**config.mk**
```make
export PLATFORM = sky130hd
export DESIGN_NAME = vfd_segment_frame_builder_top
export DESIGN_NICKNAME = d
export VERILOG_FILES = /design/src/hdl/vfd_pkg.sv /design/src/hdl/vfd_ctrl.sv /design/src/hdl/vfd_datapath.sv /design/src/hdl/vfd_segment_frame_builder_top.sv
export SDC_FILE = /design/constraint.sdc
export NUM_CORES = 1
export LEC_CHECK = 0
export BUFFER_PORTS_ARGS = -buffer_cell sky130_fd_sc_hd__buf_2
export CAP_MARGIN = 20
export CELL_PAD_IN_SITES_DETAIL_PLACEMENT = 0
export CELL_PAD_IN_SITES_GLOBAL_PLACEMENT = 2
export CORE_MARGIN = 2
export CORE_UTILIZATION = 37
export DETAILED_ROUTE_END_ITERATION = 12
export GPL_ROUTABILITY_DRIVEN = 0
export PLACE_DENSITY_LB_ADDON = 0.1
export SYNTH_ARGS = -nofsm -noshare
export SYNTH_HDL_FRONTEND = slang
export SYNTH_SLANG_ARGS = --single-unit
```
**constraint.sdc**
```tcl
create_clock -name clk -period 3.4 [get_ports clk]
set_input_delay 0.34 -clock clk [delete_from_list [all_inputs] [get_ports clk]]
set_output_delay 0.34 -clock clk [all_outputs]
set_load 0.02 [all_outputs]
```
**src/hdl/vfd_pkg.sv**
```systemverilog
// Shared types, codes, glyph table and segment layout functions for the VFD frame builder.
package vfd_pkg;

  localparam int IMAGE_BYTES_DEF = 16;

  localparam logic [2:0] KIND_CLEAR   = 3'd0;
  localparam logic [2:0] KIND_CHAR    = 3'd1;
  localparam logic [2:0] KIND_COLON   = 3'd2;
  localparam logic [2:0] KIND_ICON    = 3'd3;
  localparam logic [2:0] KIND_REFRESH = 3'd4;

  localparam logic [2:0] POS_DIGIT0 = 3'd0;
  localparam logic [2:0] POS_DIGIT1 = 3'd1;
  localparam logic [2:0] POS_DIGIT2 = 3'd2;
  localparam logic [2:0] POS_DIGIT3 = 3'd3;
  localparam logic [2:0] POS_DIGIT4 = 3'd4;
  localparam logic [2:0] POS_DIGIT5 = 3'd5;

  localparam int BYTE_DIGIT0 = 0;
  localparam int BYTE_DIGIT1 = 3;
  localparam int BYTE_DIGIT2 = 9;
  localparam int BYTE_DIGIT3 = 15;
  localparam int BYTE_SHARED12 = 12;
  localparam int BYTE_SHARED13 = 13;
  localparam int BYTE_DIGIT5_LO = 14;

  localparam logic [7:0] CMD_MODE = 8'h02;
  localparam logic [7:0] CMD_ADDR = 8'hC0;
  localparam logic [7:0] CMD_ON   = 8'h88;
  localparam logic [7:0] BRIGHT_MAX = 8'd7;

  localparam logic [7:0] KEEP12_DIGIT4 = 8'h05;
  localparam logic [7:0] KEEP13_DIGIT4 = 8'hCF;
  localparam logic [7:0] KEEP13_DIGIT5 = 8'h3F;
  localparam logic [7:0] KEEP12_COLON  = 8'hFA;
  localparam logic [7:0] KEEP13_ICON   = 8'hF0;

  localparam logic [7:0] NO_GLYPH    = 8'hFF;
  localparam logic [7:0] GLYPH_FIRST = 8'h20;
  localparam logic [7:0] GLYPH_LAST  = 8'h7E;

  localparam logic [7:0] GLYPH_ROM [0:94] = '{
    8'h00, 8'hFF, 8'h22, 8'hFF, 8'hFF, 8'h49, 8'hFF, 8'h02,
    8'h4E, 8'h78, 8'h40, 8'hFF, 8'h10, 8'h01, 8'hFF, 8'hFF,
    8'h7E, 8'h30, 8'h6D, 8'h79, 8'h33, 8'h5B, 8'h5F, 8'h70,
    8'h7F, 8'h7B, 8'h48, 8'h58, 8'hFF, 8'h09, 8'hFF, 8'h65,
    8'h6F, 8'h77, 8'h1F, 8'h4E, 8'h3D, 8'h4F, 8'h47, 8'h5E,
    8'h37, 8'h30, 8'h3C, 8'hFF, 8'h0E, 8'hFF, 8'h15, 8'h7E,
    8'h67, 8'h75, 8'h05, 8'h5B, 8'h07, 8'h3E, 8'h3E, 8'h3F,
    8'hFF, 8'h27, 8'h6D, 8'h4E, 8'hFF, 8'h78, 8'hFF, 8'h08,
    8'h20, 8'h77, 8'h1F, 8'h0D, 8'h3D, 8'h4F, 8'h47, 8'h5E,
    8'h17, 8'h10, 8'h3C, 8'hFF, 8'h0E, 8'hFF, 8'h15, 8'h1D,
    8'h67, 8'h75, 8'h05, 8'h5B, 8'h07, 8'h1C, 8'h1C, 8'hFF,
    8'hFF, 8'h27, 8'hFF, 8'h31, 8'h06, 8'h07, 8'h63
  };

  typedef struct packed {
    logic       apply;
    logic       load;
    logic [4:0] idx;
  } vfd_cmd_t;

  typedef struct packed {
    logic out_hold;
  } vfd_status_t;

  // Glyph segments are A..G at bits 6..0; bit 7 set means no glyph.
  function automatic logic [7:0] glyph_lookup(input logic [7:0] ch);
    logic [7:0] off;
    off = ch - GLYPH_FIRST;
    if (ch < GLYPH_FIRST || ch > GLYPH_LAST) begin
      return NO_GLYPH;
    end
    return GLYPH_ROM[off[6:0]];
  endfunction

  function automatic logic [7:0] layout_standard(input logic [7:0] g);
    return {1'b0, g[6], g[5], g[1], g[0], g[4], g[2], g[3]};
  endfunction

endpackage

```
**src/hdl/vfd_ctrl.sv**
```systemverilog
// Controller state machine: accepts requests and sequences the refresh frame.
module vfd_ctrl #(
  parameter int IMAGE_BYTES = vfd_pkg::IMAGE_BYTES_DEF
) (
  input  logic                clk,
  input  logic                rst_n,
  input  logic                in_tvalid,
  input  logic [2:0]          in_kind,
  output logic                in_tready,
  input  vfd_pkg::vfd_status_t status,
  output vfd_pkg::vfd_cmd_t   cmd
);

  localparam int FRAME_LEN = IMAGE_BYTES + 3;
  localparam int CW = $clog2(FRAME_LEN);

  typedef enum logic [1:0] {
    ST_IDLE = 2'b01,
    ST_EMIT = 2'b10
  } state_t;

  state_t        state_r, state_nxt;
  logic [CW-1:0] cnt_r, cnt_nxt;
  logic          accept;
  logic          load;

  assign in_tready = (state_r == ST_IDLE);
  assign accept    = in_tvalid && in_tready;
  assign load      = (state_r == ST_EMIT) && !status.out_hold;

  always_comb begin
    state_nxt = state_r;
    cnt_nxt   = cnt_r;
    unique case (state_r)
      ST_IDLE: begin
        if (accept && in_kind == vfd_pkg::KIND_REFRESH) begin
          state_nxt = ST_EMIT;
          cnt_nxt   = '0;
        end
      end
      ST_EMIT: begin
        if (load) begin
          if (cnt_r == CW'(FRAME_LEN - 1)) begin
            state_nxt = ST_IDLE;
          end else begin
            cnt_nxt = cnt_r + CW'(1);
          end
        end
      end
      default: state_nxt = ST_IDLE;
    endcase
  end

  always_ff @(posedge clk) begin
    if (!rst_n) begin
      state_r <= ST_IDLE;
      cnt_r   <= '0;
    end else begin
      state_r <= state_nxt;
      cnt_r   <= cnt_nxt;
    end
  end

  assign cmd.apply = accept && (in_kind != vfd_pkg::KIND_REFRESH);
  assign cmd.load  = load;
  assign cmd.idx   = 5'(cnt_r);

endmodule

```
**src/hdl/vfd_datapath.sv**
```systemverilog
// Datapath: display image registers, brightness register and frame output register.
module vfd_datapath #(
  parameter int IMAGE_BYTES = vfd_pkg::IMAGE_BYTES_DEF
) (
  input  logic                 clk,
  input  logic                 rst_n,
  input  vfd_pkg::vfd_cmd_t    cmd,
  output vfd_pkg::vfd_status_t status,
  input  logic [2:0]           in_kind,
  input  logic [2:0]           in_position,
  input  logic [7:0]           in_character,
  input  logic                 in_colon_top,
  input  logic                 in_colon_bottom,
  input  logic [3:0]           in_icon_bits,
  input  logic                 cfg_wr_en,
  input  logic [7:0]           cfg_wr_data,
  input  logic                 out_tready,
  output logic                 out_tvalid,
  output logic [7:0]           out_frame_byte,
  output logic                 out_strobe_end,
  output logic                 out_last
);

  localparam int FRAME_LEN = IMAGE_BYTES + 3;
  localparam int AW = $clog2(IMAGE_BYTES);

  logic [7:0] image_r [IMAGE_BYTES];
  logic [7:0] image_nxt [IMAGE_BYTES];
  logic [7:0] bright_r;
  logic [7:0] glyph;
  logic [7:0] lay;
  logic       out_valid_r, out_valid_nxt;
  logic [7:0] out_byte_r, out_byte_nxt;
  logic       out_strobe_r, out_strobe_nxt;
  logic       out_last_r, out_last_nxt;
  logic [4:0] img_off;
  logic [2:0] bright_sat;

  assign glyph = vfd_pkg::glyph_lookup(in_character);
  assign lay   = vfd_pkg::layout_standard(glyph);

  always_comb begin
    image_nxt = image_r;
    if (cmd.apply) begin
      unique case (in_kind)
        vfd_pkg::KIND_CLEAR: begin
          for (int i = 0; i < IMAGE_BYTES; i++) begin
            image_nxt[i] = '0;
          end
        end
        vfd_pkg::KIND_CHAR: begin
          if (!glyph[7]) begin
            unique case (in_position)
              vfd_pkg::POS_DIGIT0: image_nxt[vfd_pkg::BYTE_DIGIT0] = lay;
              vfd_pkg::POS_DIGIT1: image_nxt[vfd_pkg::BYTE_DIGIT1] = lay;
              vfd_pkg::POS_DIGIT2: image_nxt[vfd_pkg::BYTE_DIGIT2] = lay;
              vfd_pkg::POS_DIGIT3: image_nxt[vfd_pkg::BYTE_DIGIT3] = lay;
              vfd_pkg::POS_DIGIT4: begin
                image_nxt[vfd_pkg::BYTE_SHARED12] =
                  (image_r[vfd_pkg::BYTE_SHARED12] & vfd_pkg::KEEP12_DIGIT4) |
                  {1'b0, glyph[6], glyph[5], glyph[1], glyph[0], 1'b0, glyph[2], 1'b0};
                image_nxt[vfd_pkg::BYTE_SHARED13] =
                  (image_r[vfd_pkg::BYTE_SHARED13] & vfd_pkg::KEEP13_DIGIT4) |
                  {2'b00, glyph[4], glyph[3], 4'b0000};
              end
              vfd_pkg::POS_DIGIT5: begin
                image_nxt[vfd_pkg::BYTE_SHARED13] =
                  (image_r[vfd_pkg::BYTE_SHARED13] & vfd_pkg::KEEP13_DIGIT5) |
                  {glyph[6], glyph[1], 6'b000000};
                image_nxt[vfd_pkg::BYTE_DIGIT5_LO] =
                  {3'b000, glyph[5], glyph[0], glyph[4], glyph[3], glyph[2]};
              end
              default: ;
            endcase
          end
        end
        vfd_pkg::KIND_COLON: begin
          image_nxt[vfd_pkg::BYTE_SHARED12] =
            (image_r[vfd_pkg::BYTE_SHARED12] & vfd_pkg::KEEP12_COLON) |
            {5'b00000, in_colon_top, 1'b0, in_colon_bottom};
        end
        vfd_pkg::KIND_ICON: begin
          image_nxt[vfd_pkg::BYTE_SHARED13] =
            (image_r[vfd_pkg::BYTE_SHARED13] & vfd_pkg::KEEP13_ICON) |
            {4'b0000, in_icon_bits};
        end
        default: ;
      endcase
    end
  end

  always_ff @(posedge clk) begin
    if (!rst_n) begin
      for (int i = 0; i < IMAGE_BYTES; i++) begin
        image_r[i] <= '0;
      end
      bright_r <= vfd_pkg::BRIGHT_MAX;
    end else begin
      image_r <= image_nxt;
      if (cfg_wr_en) begin
        bright_r <= cfg_wr_data;
      end
    end
  end

  assign img_off    = cmd.idx - 5'd2;
  assign bright_sat = (bright_r > vfd_pkg::BRIGHT_MAX) ? 3'd7 : bright_r[2:0];

  always_comb begin
    out_byte_nxt   = out_byte_r;
    out_strobe_nxt = out_strobe_r;
    out_last_nxt   = out_last_r;
    out_valid_nxt  = out_valid_r && !out_tready;
    if (cmd.load) begin
      out_valid_nxt  = 1'b1;
      out_strobe_nxt = 1'b0;
      out_last_nxt   = 1'b0;
      priority if (cmd.idx == 5'd0) begin
        out_byte_nxt   = vfd_pkg::CMD_MODE;
        out_strobe_nxt = 1'b1;
      end else if (cmd.idx == 5'd1) begin
        out_byte_nxt = vfd_pkg::CMD_ADDR;
      end else if (cmd.idx == 5'(FRAME_LEN - 1)) begin
        out_byte_nxt   = vfd_pkg::CMD_ON | {5'b00000, bright_sat};
        out_strobe_nxt = 1'b1;
        out_last_nxt   = 1'b1;
      end else begin
        out_byte_nxt   = image_r[img_off[AW-1:0]];
        out_strobe_nxt = (cmd.idx == 5'(FRAME_LEN - 2));
      end
    end
  end

  always_ff @(posedge clk) begin
    if (!rst_n) begin
      out_valid_r <= 1'b0;
    end else begin
      out_valid_r <= out_valid_nxt;
    end
    out_byte_r   <= out_byte_nxt;
    out_strobe_r <= out_strobe_nxt;
    out_last_r   <= out_last_nxt;
  end

  assign status.out_hold = out_valid_r && !out_tready;
  assign out_tvalid      = out_valid_r;
  assign out_frame_byte  = out_byte_r;
  assign out_strobe_end  = out_strobe_r;
  assign out_last        = out_last_r;

endmodule

```
**src/hdl/vfd_segment_frame_builder_top.sv**
```systemverilog
// Top level of the VFD segment frame builder.
// The in_ stream carries requests: tuser selects clear, character, colon, icons or
// refresh, and tdata carries the position, character code, colon dots and icon bits.
// Clear, character, colon and icon requests update the display image at the
// accepting edge; they produce no output.
// A refresh request produces 19 bytes on the out_ stream: the mode command, the
// address command with the 16 image bytes, and the display-on command with the
// brightness clipped to 7. After the request is accepted the controller enters its
// emit state, and from there the bytes are loaded into the output register, one byte
// per cycle while out_tready is high, paced by the controller's frame byte counter.
// in_tready is low while the frame is being produced and returns high once the last
// byte is loaded into the output register, so the next request can be accepted
// while that byte still waits. When the receiver stalls, the output register holds
// its byte and the counter waits. out_tuser marks a byte after which strobe rises,
// and out_tlast marks the final byte of the frame.
// Brightness is written through cfg_wr_en and cfg_wr_data; the user must do so only
// while the block is idle, which the block itself does not enforce.
// Synchronous reset clears the image, sets brightness to 7 and empties the output.
module vfd_segment_frame_builder_top #(
  parameter int IMAGE_BYTES = vfd_pkg::IMAGE_BYTES_DEF
) (
  input  logic        clk,
  input  logic        rst_n,
  input  logic        in_tvalid,
  output logic        in_tready,
  // position[2:0], character[10:3], colon_top[11], colon_bottom[12], icon_bits[16:13]
  input  logic [23:0] in_tdata,
  // kind[2:0]
  input  logic [2:0]  in_tuser,
  input  logic        cfg_wr_en,
  input  logic [7:0]  cfg_wr_data,
  output logic        out_tvalid,
  input  logic        out_tready,
  // frame_byte[7:0]
  output logic [7:0]  out_tdata,
  // strobe_end[0]
  output logic        out_tuser,
  output logic        out_tlast
);

  vfd_pkg::vfd_cmd_t    cmd;
  vfd_pkg::vfd_status_t status;

  vfd_ctrl #(.IMAGE_BYTES(IMAGE_BYTES)) u_ctrl (
    .clk       (clk),
    .rst_n     (rst_n),
    .in_tvalid (in_tvalid),
    .in_kind   (in_tuser),
    .in_tready (in_tready),
    .status    (status),
    .cmd       (cmd)
  );

  vfd_datapath #(.IMAGE_BYTES(IMAGE_BYTES)) u_datapath (
    .clk             (clk),
    .rst_n           (rst_n),
    .cmd             (cmd),
    .status          (status),
    .in_kind         (in_tuser),
    .in_position     (in_tdata[2:0]),
    .in_character    (in_tdata[10:3]),
    .in_colon_top    (in_tdata[11]),
    .in_colon_bottom (in_tdata[12]),
    .in_icon_bits    (in_tdata[16:13]),
    .cfg_wr_en       (cfg_wr_en),
    .cfg_wr_data     (cfg_wr_data),
    .out_tready      (out_tready),
    .out_tvalid      (out_tvalid),
    .out_frame_byte  (out_tdata),
    .out_strobe_end  (out_tuser),
    .out_last        (out_tlast)
  );

endmodule

```
* Word-level counts from Yosys, hierarchy flattened
Memory sizes are Yosys's and may differ from the RTL's.
Index checks and enable logic that the tools add are counted.
** Operators by class
- $add $sub $neg :: 3
- Order comparisons :: 5
- Equality and inequality tests :: 27
- Mux-type cells :: 40
- Bitwise operators :: 7
- Reductions and logical operators :: 26
** Operator list (number)
- 8-bit 2-to-1 mux :: 17
- 8-bit one-hot mux with 2 select lines :: 4
- 8-bit one-hot mux with 3 select lines :: 2
- 8-bit binary-select mux with 4-bit select :: 1
- 32-bit 2-to-1 mux :: 1
- 16-bit one-hot mux with 2 select lines :: 1
- 4-bit AND reduction :: 8
- 2-bit != test, second input constant :: 10
- 5-bit 2-to-1 mux :: 3
- 3-bit by 2-bit == test with 1-bit output, second input constant :: 4
- 5-bit == test, second input constant :: 2
- 5-bit one-hot mux with 2 select lines :: 1
- 3-bit == test, second input constant :: 3
- 8-bit >= comparator, second input constant :: 1
- 8-bit by 3-bit greater-than comparator with 1-bit output, second input constant :: 1
- 8-bit by 7-bit greater-than comparator with 1-bit output, second input constant :: 1
- 8-bit by 6-bit < comparator with 1-bit output, second input constant :: 1
- 7-bit inverter with 8-bit output :: 1
- 6-bit by 8-bit bitwise OR with 8-bit output :: 1
- 8-bit by 3-bit bitwise OR with 8-bit output :: 1
- 8-bit by 4-bit bitwise OR with 8-bit output :: 1
- 8-bit by 6-bit bitwise OR with 8-bit output :: 1
- 3-bit by 7-bit bitwise OR with 7-bit output :: 1
- 7-bit by 6-bit subtractor with 7-bit output, second input constant :: 1
- other kinds (24) :: 40
** Storage, ports and cells
- Register bits after elaboration :: 82
- Memory bits (read-only) :: 1024
- Word-level logic and storage cells :: 125
- Memories kept :: 1
** Memories
- (no name shown) :: depth 128, bits a word 8, rd ports 1, clocked after memory_dff 0, wr ports 0, RTL line vfd_pkg.sv:74 : return GLYPH_ROM[off[6:0]];

* Longest topological paths before layout
Gate-level depths: netlist (run 1).
- Depth after elaboration :: 10
- Gate-level depth with buffers :: 10
- Gate-level depth less buffers :: 8

* Cells and area by module
A second synthesis (run 1) with hierarchy kept.
** Second synthesis, totals
- Cells, all modules :: 601
- Area total of the unflattened synthesis :: 5226.3 sq um
** By module, submodules not included
- vfd_datapath :: instances 1, cells an instance 554, area an instance 4765.8 sq um, sequential area each 1461.4 sq um
- vfd_ctrl :: instances 1, cells an instance 47, area an instance 460.4 sq um, sequential area each 140.1 sq um

* Worst setup path after synthesis (run 1)
OpenSTA, ideal clock, no wires.
- Kind :: input -> register
- Start :: input in_tdata[3]
- End :: register u_datapath.image_r[100] (netlist bit)
- Library setup time :: 0.128 ns
- Arrival time :: 2.429 ns
- Required time :: 3.272 ns
- Slack :: 0.844 ns
- Stages on the path :: 9
- Path buffers :: 1
- Path through :: clkbuf_1 > inv_1 > ha_1 > or3b_2 > o211ai_1 > a21oi_1 > nor4_4 > mux2_2 > nor2_1
** Between the ends
- Cells in the longest elaborated chain, start to end :: 9
** Ends and longest elaborated chain
- start, declared :: RTL line vfd_segment_frame_builder_top.sv:27 : input logic [23:0] in_tdata,
- 7-bit by 6-bit subtractor with 7-bit output :: RTL line vfd_pkg.sv:70 : off = ch - GLYPH_FIRST;
- 7-bit inverter with 8-bit output (not written as such) :: RTL line vfd_pkg.sv:74
- memory read 128 x 8 bit
- 8-bit 2-to-1 mux (not written as such) (2 in series) :: RTL line vfd_pkg.sv:74
- 8-bit 2-to-1 mux * :: RTL line vfd_pkg.sv:74
- 8-bit 2-to-1 mux :: RTL line vfd_datapath.sv:53 : unique case (in_position)
- 8-bit 2-to-1 mux :: RTL line vfd_datapath.sv:52 : if (!glyph[7]) begin
- 8-bit one-hot mux with 2 select lines :: RTL line vfd_datapath.sv:45 : unique case (in_kind)
- end signal, assigned :: RTL line vfd_datapath.sv:99 : image_r <= image_nxt;
- end, declared :: RTL line vfd_datapath.sv:27 : logic [7:0] image_r [IMAGE_BYTES];
Mark *: on every way between the ends. The rest lies on a longest branch, timed or not. The select of a mux whose other input is x is not followed.
A chain may end at the register's enable or synchronous reset.

* Worst setup path after layout (run 1)
- Start :: input in_tdata[3]
- End :: register u_datapath.image_r[124] (netlist bit)
Same word-level chain as after synthesis.

==> implementation parameters, run 1 <==
Parameter                              Value

Outcome
  Status    completed

Clock network
  Maximum buffer depth of the clock tree    2
  Insertion delay of the later-clocked pin in the worst-skew pair    approximately 0.33 ns
  TritonCTS Buffers    9
  Number of setup buffers added after CTS    0
  Clock transition time at the flip-flop clock pins of the worst setup and hold paths    approximately 0.06 ns
  Clock H-tree levels    3
  Count of hold-fix buffers inserted at cts    0
  Cell chosen for the clock root    sky130_fd_sc_hd__clkbuf_16
  Sinks on the clock net    75
  Total of cells resized after clock tree synthesis    0
  Clock tree from TritonCTS    done

Floorplanning
  DIE HEIGHT    ~120 um
  Die Width    121 um
  Overall die area    14,700 sq um
  Core Box Area    13,300 sq um
  Number of rows in the core area    42
  Count of boundary I/O pins    52
  Initial core utilization    0.381

Global routing
  Initial antenna violation count    0
  Most heavily used metal layer in global routing    met1
  Number of global-route vias before repair    between 4k and 5k
  Met2 Track Usage GR    0.305
  Global-route wire length before repair    24.1 mm
  Met1 usage    0.329
  Routing usage on met3    0.0428
  Pin count of the biggest net entering global routing    45
  Overall fraction of global-route tracks in use    0.212
  GR Overflow Total    0

Logic synthesis
  Simple-gate portion of the synthesized area    0.229
  Register bit total from synthesis    75
  Post-synthesis cell type with the largest combined area    sky130_fd_sc_hd__dfxtp_1
  Async SR Flop Fraction    0
  Share of Yosys cell area claimed by the top area cell type    0.257
  Synthesized area    ~5000 sq um
  Predominant post-synthesis flop cell    sky130_fd_sc_hd__dfxtp_1
  Fraction of synthesized cell area in xor and xnor cells    0.0121
  Synth Area in Compound Gates    0.224
  Cells after synthesis    between 500 and 600
  Cells taking the most area after synthesis    sky130_fd_sc_hd__dfxtp_1 (26%), sky130_fd_sc_hd__mux2i_1 (8.1%), sky130_fd_sc_hd__edfxtp_1 (5.9%)
  Post-synthesis mux area share    0.125
  Post-synth cell types    86
  Dominant combinational cell family by area after synthesis    simple AND/OR/NAND/NOR gates
  Total nets after synthesis    approximately 630
  Warning count from the yosys run    0
  Number of enable-type register cells in the synthesized netlist    10
  Synthesized area per cell    between 8 and 9 sq um
  Fraction of the yosys area taken by sequential cells    0.316
  Area share of fa/ha/maj cells after synthesis    0.0420

Layout
  Commonest non-fill, non-tap cell in the layout    sky130_fd_sc_hd__nand2_1
  Util after Layout    0.432
  Commonest non-fill, non-tap cells in the layout    sky130_fd_sc_hd__nand2_1 (68), sky130_fd_sc_hd__dfxtp_1 (65), sky130_fd_sc_hd__nor2_1 (47)
  Fraction of final layout cells sized beyond drive strength 1    0.183
  Relative area change from synthesis to final layout    13.2%
  Post-route standard cell area excluding fillers    roughly 5700 sq um
  Antenna cell count    0
  Nets    roughly 670

Routing
  Vias after detailed routing    4,536
  Via count normalized by instance count    5.71
  Count of nets left with antenna violations after detail routing    0
  First-pass iteration count of the detailed router    5
  DRC violation count after routing    0
  Number of DRC violations after detailed-routing iteration 0    between 400 and 500
  Average wire per cell in the routed design    18.9 um
  Drt total wl    roughly 15 mm

Critical path
  Critical Path End Type    flip-flop
  Critical path fanouts, max    16
  Crit path kind    primary input to flip-flop
  Most Frequent Cell on Critical Path    sky130_fd_sc_hd__buf_4
  Kind of start point of the critical path    primary input
  Family with the most delay on the worst path    buffers and inverters
  Cells traversed along the worst timing path    buf_2 > inv_1 > ha_1 > or2_2 > and3_1 > nor4_1 > buf_4 > nor4_4 > buf_4 > mux2_1 > nor2_1
  Peak per-stage delay on the critical path    just over 0.5 ns
  Number of buffers and inverters on the critical path    4
  Library cell contributing the largest single delay on the critical path    sky130_fd_sc_hd__ha_1
  WP data required    3.65 ns
  Data arrival time at the worst-slack endpoint    3.02 ns

STA
  Tmin final    ~2.8 ns
  Hold Vio Cnt, Final    0
  Slew HR    0.431
  Total count of max-transition violations in the final report    0
  Number of setup violations in the final report    0
  Worst Skew    ~0.006 ns
  Unrepaired setup endpoints after global routing    no
  Period utilisation layout    0.815
  Final worst setup slack    0.629 ns
  Peak clock frequency supported by timing    between 0.3 and 0.4 GHz
  Final sum of negative setup slack    0 ns
  Slew @ Worst Pin    roughly 0.85 ns

Place
  Setup slack after placement    just under 0.3 ns
  HPWL after detailed placement    about 11 mm
  Port Buffer Count    between 40 and 50
  Instance area after placement    approximately 5400 sq um

Job
  Max capacitance violation total    0

Power
  Pleak    2.09 nW
  Final total power    about 0.0022 W
  Total power density per cell area    376 nW/um^2
  Maximum vdd ir drop    between 200 and 250 uV

Hold path
  Path type of the worst min-delay path    primary input to flip-flop
## sequential cells by signal, indices dropped and copies added (netlist names)
signal                     flops
u_ctrl.cnt_r                   5
u_datapath.out_last            1
u_datapath.bright_r            8
u_ctrl.state_r                 2
u_datapath.image_r            49
u_datapath.out_strobe_end      1
u_datapath.out_tvalid          1
u_datapath.out_frame_byte      8
## power by group
| part | switching, W | total [W] | leakage, nW | internal (W) |
|---|---|---|---|---|
| Sequential | 0.00000640 | 0.000914 | 0.612 | 0.000907 |
| Combinational | 0.000210 | 0.000330 | 1.35 | 0.000120 |
| Clock | 0.000354 | 0.000911 | 0.137 | 0.000558 |
## cell type report
| type | count | area [sq um] |
|---|---|---|
| repair buffers | 61 | 348 |
| flip-flops and latches | 75 | 1600 |
| multi-input cells | 448 | 3210 |
| inverters | 19 | 71.3 |
| clock inverters | 3 | 20.0 |
| well taps | 176 | 220 |
| fillers | 1358 | 7560 |
| clock buffers | 13 | 272 |
## kinds of logic (layout without fill, tap and decap cells)
| group | after synthesis | count (layout) |
|---|---|---|
| fa+ha+maj | 17 | 17 |
| simple gates | 227 | 227 |
| compound gates | 143 | 143 |
| mux | 54 | 54 |
| xor+xnor | 7 | 7 |
| buf+inv | 52 | 96 |
| flops | 75 | 75 |
## metrics by stage
| stage | cells | hold WS (ns) |
|---|---|---|
| final | 795 | 0.230 |
| after floorplan | 575 | 0.426 |
| after global routing | 795 | 0.218 |
| after CTS | 795 | 0.224 |
| after detailed placement | 779 | 0.452 |
| after global placement | 779 | 0.441 |
## path summary, 6_finish.rpt
| kind | from | to | slack, ns | depth (start not counted) |
|---|---|---|---|---|
| max reg2reg | u_ctrl.state_r[1] | u_datapath.image_r[50] | 1.34 | 6 |
| min | cfg_wr_data[2] | u_datapath.bright_r[2] | 0.23 | 3 |
| min reg2reg | u_datapath.image_r[10] | u_datapath.image_r[10] | 0.46 | 2 |
| max | in_tdata[3] | u_datapath.image_r[124] | 0.63 | 11 |
## synth_stat cells, types with 6 or more instances
library cell and number:
sky130_fd_sc_hd__buf_2 8, sky130_fd_sc_hd__xnor2_1 6, sky130_fd_sc_hd__ha_1 17, sky130_fd_sc_hd__clkbuf_1 14, sky130_fd_sc_hd__nor2_1 47, sky130_fd_sc_hd__o211ai_1 6
sky130_fd_sc_hd__nand2b_1 21, sky130_fd_sc_hd__o2111ai_1 6, sky130_fd_sc_hd__inv_1 15, sky130_fd_sc_hd__a22o_1 14, sky130_fd_sc_hd__dfxtp_1 65, sky130_fd_sc_hd__mux4_2 7
sky130_fd_sc_hd__edfxtp_1 10, sky130_fd_sc_hd__nand3b_1 6, sky130_fd_sc_hd__nand3_1 22, sky130_fd_sc_hd__nor3_1 6, sky130_fd_sc_hd__a21oi_1 20, sky130_fd_sc_hd__a22oi_1 6
sky130_fd_sc_hd__nor2b_1 16, sky130_fd_sc_hd__nand2_1 68, sky130_fd_sc_hd__o21ai_0 26, sky130_fd_sc_hd__nand4_1 9, sky130_fd_sc_hd__mux2i_1 41
## routing by layer
layer / up-vias / wire length, um
met5: - / 0
met4: 0 / 57
met3: 7 / 775
met2: 121 / 6570
met1: 2205 / 7630
li1: 2203 / -
## worst reg2reg max path: cells and delay by family (launching register included)
family | cells | cell delay, ns
simple gates | 5 | 1.46
flops | 1 | 0.32
mux | 1 | 0.21
(Power assumes the default switching activity.)
==> run 2: changes to the inputs <==
clock period = 2.8 ns   (was 3.4 ns; I/O delays follow)
==> implementation parameters, run 2 (same netlist as run 1, synthesis figures left out) <==
Parameter                              Value

STA
  Final sum of negative setup slack    0 ns
  Number of setup violations in the final report    0
  Worst Skew    about 0.0064 ns
  Period utilisation layout    0.814
  Unrepaired setup endpoints after global routing    no
  Slew HR    0.429
  Total count of max-transition violations in the final report    0
  Hold Vio Cnt, Final    0
  Tmin final    roughly 2.3 ns
  Peak clock frequency supported by timing    roughly 0.44 GHz
  Min Hold Slack    0.162 ns
  Slew @ Worst Pin    0.854 ns

Global routing
  GR Overflow Total    0
  Global-route wire length before repair    around 24 mm
  Initial antenna violation count    0
  Overall fraction of global-route tracks in use    0.212
  Number of global-route vias before repair    approximately 4.5k
  Pin count of the biggest net entering global routing    52

Routing
  Vias after detailed routing    around 4.6k
  Number of DRC violations after detailed-routing iteration 0    ~370
  Drt total wl    roughly 15 mm
  Count of nets left with antenna violations after detail routing    0
  First-pass iteration count of the detailed router    5
  Via count normalized by instance count    5.66
  DRC violation count after routing    0
  Average wire per cell in the routed design    about 19 um

Clock network
  Maximum buffer depth of the clock tree    2
  TritonCTS Buffers    9
  Clock tree from TritonCTS    done
  Clock H-tree levels    3
  Sinks on the clock net    75
  Cell chosen for the clock root    sky130_fd_sc_hd__clkbuf_16
  Number of setup buffers added after CTS    0
  Insertion delay of the later-clocked pin in the worst-skew pair    0.33 ns
  Count of hold-fix buffers inserted at cts    0
  Total of cells resized after clock tree synthesis    0
  Clock transition time at the flip-flop clock pins of the worst setup and hold paths    0.06 ns

Critical path
  Data arrival time at the worst-slack endpoint    ~2.5 ns
  Crit path kind    primary input to flip-flop
  Reg-to-reg startpoint    u_ctrl.state_r[1]
  R2R Setup Slk    between 0.7 and 0.8 ns
  Critical Path End Type    flip-flop
  Depth of the worst register-to-register path    6
  Kind of start point of the critical path    primary input
  Library cell contributing the largest single delay on the critical path    sky130_fd_sc_hd__mux4_2
  Peak per-stage delay on the critical path    about 0.47 ns
  Most Frequent Cell on Critical Path    sky130_fd_sc_hd__buf_4
  Terminus of the critical flop-to-flop path    u_datapath.image_r[99]
  WP data required    3.03 ns
  Cells traversed along the worst timing path    buf_2 > inv_1 > ha_1 > buf_4 > mux4_2 > o32ai_2 > nor4_4 > buf_4 > o41ai_2
  Critical path origin    in_tdata[3]
  Critical path fanouts, max    7
  Crit path capture    u_datapath.image_r[22]

Place
  HPWL after detailed placement    11.6 mm
  Cells after DPL    between 700 and 800
  Port Buffer Count    44

Power
  Clock power share    0.432
  Power spent charging and discharging nets    between 0.0007 and 0.0008 W
  Maximum vdd ir drop    approximately 240 uV
  Pleak    2.21 nW
  Fraction of power consumed by combinational cells    0.157
  Total power density per cell area    roughly 460 nW/um^2
  Power Internal    between 0.0015 and 0.002 W
  Switching share of total power    0.267
  Share of power burned in registers    0.411

Layout
  Relative area change from synthesis to final layout    16.6%
  Register with the most flip-flops    u_datapath.image_r
  Final-layout fill cell count    around 1.3k
  Antenna cell count    0
  Commonest non-fill, non-tap cell in the layout    sky130_fd_sc_hd__nand2_1
  Nets    between 600 and 700
  Final Instance Count excl. Fillers    slightly above 800
  Commonest non-fill, non-tap cells in the layout    sky130_fd_sc_hd__nand2_1 (68), sky130_fd_sc_hd__dfxtp_1 (65), sky130_fd_sc_hd__nor2_1 (47)
  Largest register FFs    around 50
  Fraction of final layout cells sized beyond drive strength 1    0.211

Floorplanning
  DIE HEIGHT    about 120 um
  Overall die area    ~15,000 sq um
  Count of boundary I/O pins    52
  Die Width    roughly 120 um
  Core Box Area    13,300 sq um
  Initial core utilization    0.381
  Number of rows in the core area    42

Job
  Max capacitance violation total    0

Hold path
  Path type of the worst min-delay path    primary input to flip-flop

Outcome
  Status    completed
-- run 2: cell count changes in the layout (fill, tap and decap cells not counted) --
cell / before / now
sky130_fd_sc_hd__clkbuf_1: 2 / 0
sky130_fd_sc_hd__clkbuf_16: 10 / 9
sky130_fd_sc_hd__bufinv_16: 0 / 1
sky130_fd_sc_hd__inv_4: 0 / 1
sky130_fd_sc_hd__clkinvlp_4: 2 / 1
sky130_fd_sc_hd__buf_12: 0 / 1
sky130_fd_sc_hd__inv_6: 0 / 1
sky130_fd_sc_hd__clkinv_2: 1 / 2
sky130_fd_sc_hd__buf_4: 17 / 36
-- run 2: worst min path at each step --
stage	start	end	slack, ns	cells past startpoint
finish	cfg_wr_data[1]	u_datapath.bright_r[1]	0.16	3
global route	cfg_wr_data[0]	u_datapath.bright_r[0]	0.17	3
CTS	cfg_wr_data[1]	u_datapath.bright_r[1]	0.16	3
detailed placement	u_datapath.image_r[31]	u_datapath.image_r[31]	0.44	1
global placement	u_datapath.image_r[11]	u_datapath.image_r[11]	0.44	2
floorplan	cfg_wr_data[0]	u_datapath.bright_r[0]	0.41	2
-- run 2: final cells by class --
class,count,area (sq um),area share
Clock inverter,6,62.6,0.0106
Timing Repair Buffer,81,510,0.0864
Multi-Input combinational cell,448,3210,0.542
Clock buffer,10,239,0.0404
Tap cell,176,220,0.0373
Inverter,19,71.3,0.0121
Sequential cell,75,1600,0.271
-- run 2: through the flow --
stage	utilization	power, W	area (sq um)	setup slack (ns)
global placement	0.422	0.00155	5610	0.257
floorplan	-	0.00141	5070	0.304
detailed placement	0.422	0.00155	5610	0.201
global route	0.445	0.00281	5910	0.291
finish	0.445	0.00270	5910	0.521
CTS	0.445	0.00272	5910	0.518
-- run 2: critical path: cells and delay by family --
family	cells	cell delay, ns
mux	1	0.47
compound gates	2	0.60
simple gates	1	0.13
buf+inv	4	0.69
fa+ha+maj	1	0.34
-- run 2: per-layer routing --
metal | track usage | up-vias | part of all wire
li1 | - | 2248 | -
met1 | 0.317 | 2217 | 0.50
met2 | 0.321 | 138 | 0.44
met3 | 0.0404 | 6 | 0.053
met4 | 0.0356 | 0 | 0.0048
met5 | 0 | - | 0
-- run 2: power by group through the flow --
| stage | Sequential, W | Clock [W] | Combinational (W) |
|---|---|---|---|
| 6_report | 0.00111 | 0.00117 | 0.000424 |
| 3_3_place_gp | 0.00113 | 0 | 0.000420 |
| 4_1_cts | 0.00111 | 0.00119 | 0.000420 |
| 5_1_grt | 0.00111 | 0.00124 | 0.000462 |
| 2_1_floorplan | 0.00113 | 0 | 0.000280 |
| 3_5_place_dp | 0.00113 | 0 | 0.000418 |
==> run 3: changes to the inputs <==
clock period = 2.2 ns   (was 2.8 ns; I/O delays follow)
==> implementation parameters, run 3 (same netlist as run 1, synthesis figures left out) <==
Parameter                              Value

STA
  Slew HR    0.632
  Period utilisation layout    0.938
  Unrepaired setup endpoints after global routing    no
  Total count of max-transition violations in the final report    0
  Peak clock frequency supported by timing    approximately 0.48 GHz
  Hold Vio Cnt, Final    0
  Number of setup violations in the final report    0
  Tmin final    2.06 ns
  Worst Skew    about 0.0064 ns
  Slew @ Worst Pin    0.550 ns

Layout
  Relative area change from synthesis to final layout    24.4%
  Commonest non-fill, non-tap cells in the layout    sky130_fd_sc_hd__buf_4 (84), sky130_fd_sc_hd__nand2_1 (68), sky130_fd_sc_hd__dfxtp_1 (65)
  Antenna cell count    0
  Post-route standard cell area excluding fillers    between 6000 and 7000 sq um
  Nets    around 740
  Commonest non-fill, non-tap cell in the layout    sky130_fd_sc_hd__buf_4
  Largest register FFs    49
  Fraction of final layout cells sized beyond drive strength 1    0.272
  Register with the most flip-flops    u_datapath.image_r

Critical path
  Library cell contributing the largest single delay on the critical path    sky130_fd_sc_hd__or2_2
  Critical path fanouts, max    5
  Kind of start point of the critical path    primary input
  Peak per-stage delay on the critical path    0.37 ns
  Data arrival time at the worst-slack endpoint    around 2.3 ns
  Critical Path End Type    flip-flop
  Family with the most delay on the worst path    simple AND/OR/NAND/NOR gates
  WP data required    2.46 ns
  Number of buffers and inverters on the critical path    2
  Cells traversed along the worst timing path    buf_2 > inv_2 > ha_1 > or2_2 > a311oi_1 > a21oi_1 > o2111ai_1 > nand3_1 > mux2i_1
  Crit path kind    primary input to flip-flop

Routing
  Highest metal layer with signal wires    met4
  Via count normalized by instance count    roughly 5.7
  Vias after detailed routing    4,895
  First-pass iteration count of the detailed router    6
  Met3 Wirelength    roughly 930 um
  M1 wire length    just under 8 mm
  Met2 wire length    around 6.7 mm
  Drt total wl    between 15 and 20 mm
  Count of nets left with antenna violations after detail routing    0
  DRC violation count after routing    0
  Average wire per cell in the routed design    roughly 18 um
  Number of DRC violations after detailed-routing iteration 0    502

Clock network
  Total of cells resized after clock tree synthesis    0
  Number of setup buffers added after CTS    0
  TritonCTS Buffers    9
  Cell chosen for the clock root    sky130_fd_sc_hd__clkbuf_16
  Clock H-tree levels    3
  Insertion delay of the later-clocked pin in the worst-skew pair    around 0.33 ns
  Maximum buffer depth of the clock tree    2
  Count of hold-fix buffers inserted at cts    0
  Sinks on the clock net    75
  Clock tree from TritonCTS    done
  Clock transition time at the flip-flop clock pins of the worst setup and hold paths    0.06 ns

Floorplanning
  Initial core utilization    0.381
  Core Box Area    about 13,000 sq um
  Count of boundary I/O pins    between 50 and 60
  Overall die area    14,700 sq um
  Number of rows in the core area    42
  Die Width    roughly 120 um
  DIE HEIGHT    121 um

Job
  Max capacitance violation total    0

Power
  Pleak    2.44 nW
  Maximum vdd ir drop    ~400 uV
  Final total power    0.00336 W
  Total power density per cell area    533 nW/um^2

Global routing
  Number of global-route vias before repair    between 4k and 5k
  Overall fraction of global-route tracks in use    0.222
  GR Overflow Total    0
  Initial antenna violation count    0
  Global-route wire length before repair    25.4 mm
  Pin count of the biggest net entering global routing    28

Place
  Port Buffer Count    between 40 and 50
  HPWL after detailed placement    between 10 and 15 mm
  Instance area after placement    6040 sq um

Outcome
  Status    completed

Hold path
  Path type of the worst min-delay path    primary input to flip-flop
[run 3: changes by cell type in the layout (fill, tap and decap cells not counted), sizes merged]
cell / change
buf: +51
bufinv: -1
clkinvlp: +2
inv: -1
[run 3: through the flow]
stage / hold slack, ns / utilization / worst slack (ns) / TNS [ns] / cells
6_report: 0.106 / 0.474 / 0.137 / 0 / 866
5_1_grt: 0.114 / 0.474 / 0.0135 / 0 / 866
3_5_place_dp: 0.442 / 0.454 / -0.212 / -4.85 / 850
3_3_place_gp: 0.435 / 0.454 / -0.175 / -2.97 / 850
4_1_cts: 0.101 / 0.474 / 0.147 / 0 / 866
2_1_floorplan: 0.348 / - / 0.00546 / 0 / 575
[run 3: final cells by class]
| cell class | instances | area, sq um |
|---|---|---|
| clock buffers | 10 | 229 |
| clock inverters | 6 | 41.3 |
| fillers | 1321 | 6990 |
| inverters | 19 | 72.6 |
| multi-input cells | 448 | 3210 |
| flip-flops and latches | 75 | 1600 |
| well taps | 176 | 220 |
| repair buffers | 132 | 931 |
[run 3: worst reg2reg max path, stage by stage (launching register included)]
cell and delay [ns]:
sky130_fd_sc_hd__dfxtp_1 0.40, sky130_fd_sc_hd__inv_1 0.10, sky130_fd_sc_hd__ha_1 0.20, sky130_fd_sc_hd__xnor2_1 0.23, sky130_fd_sc_hd__nor2_1 0.18, sky130_fd_sc_hd__a222oi_1 0.45, sky130_fd_sc_hd__o22ai_1 0.14
[run 3: worst paths after layout]
kind | slack [ns] | end | depth (start not counted) | startpoint
setup / recovery | 0.14 | u_datapath.image_r[49] | 9 | in_tdata[3]
hold / removal | 0.11 | u_datapath.bright_r[1] | 3 | cfg_wr_data[1]
setup reg to reg | 0.23 | u_datapath.out_frame_byte[6] | 6 | u_ctrl.cnt_r[2]
hold reg to reg | 0.45 | u_datapath.image_r[10] | 2 | u_datapath.image_r[10]
[run 3: power breakdown]
part           total [W]  switching (W)  internal (W)
Sequential       0.00141     0.00000942       0.00140
Clock            0.00133       0.000569      0.000763
Combinational   0.000618       0.000352      0.000265
Total            0.00336       0.000930       0.00243
[run 3: metal layers]
layer | GRT usage | up-vias
li1 | - | 2360
met5 | 0 | -
met1 | 0.340 | 2340
met4 | 0.0589 | 0
met2 | 0.316 | 169
met3 | 0.0390 | 26
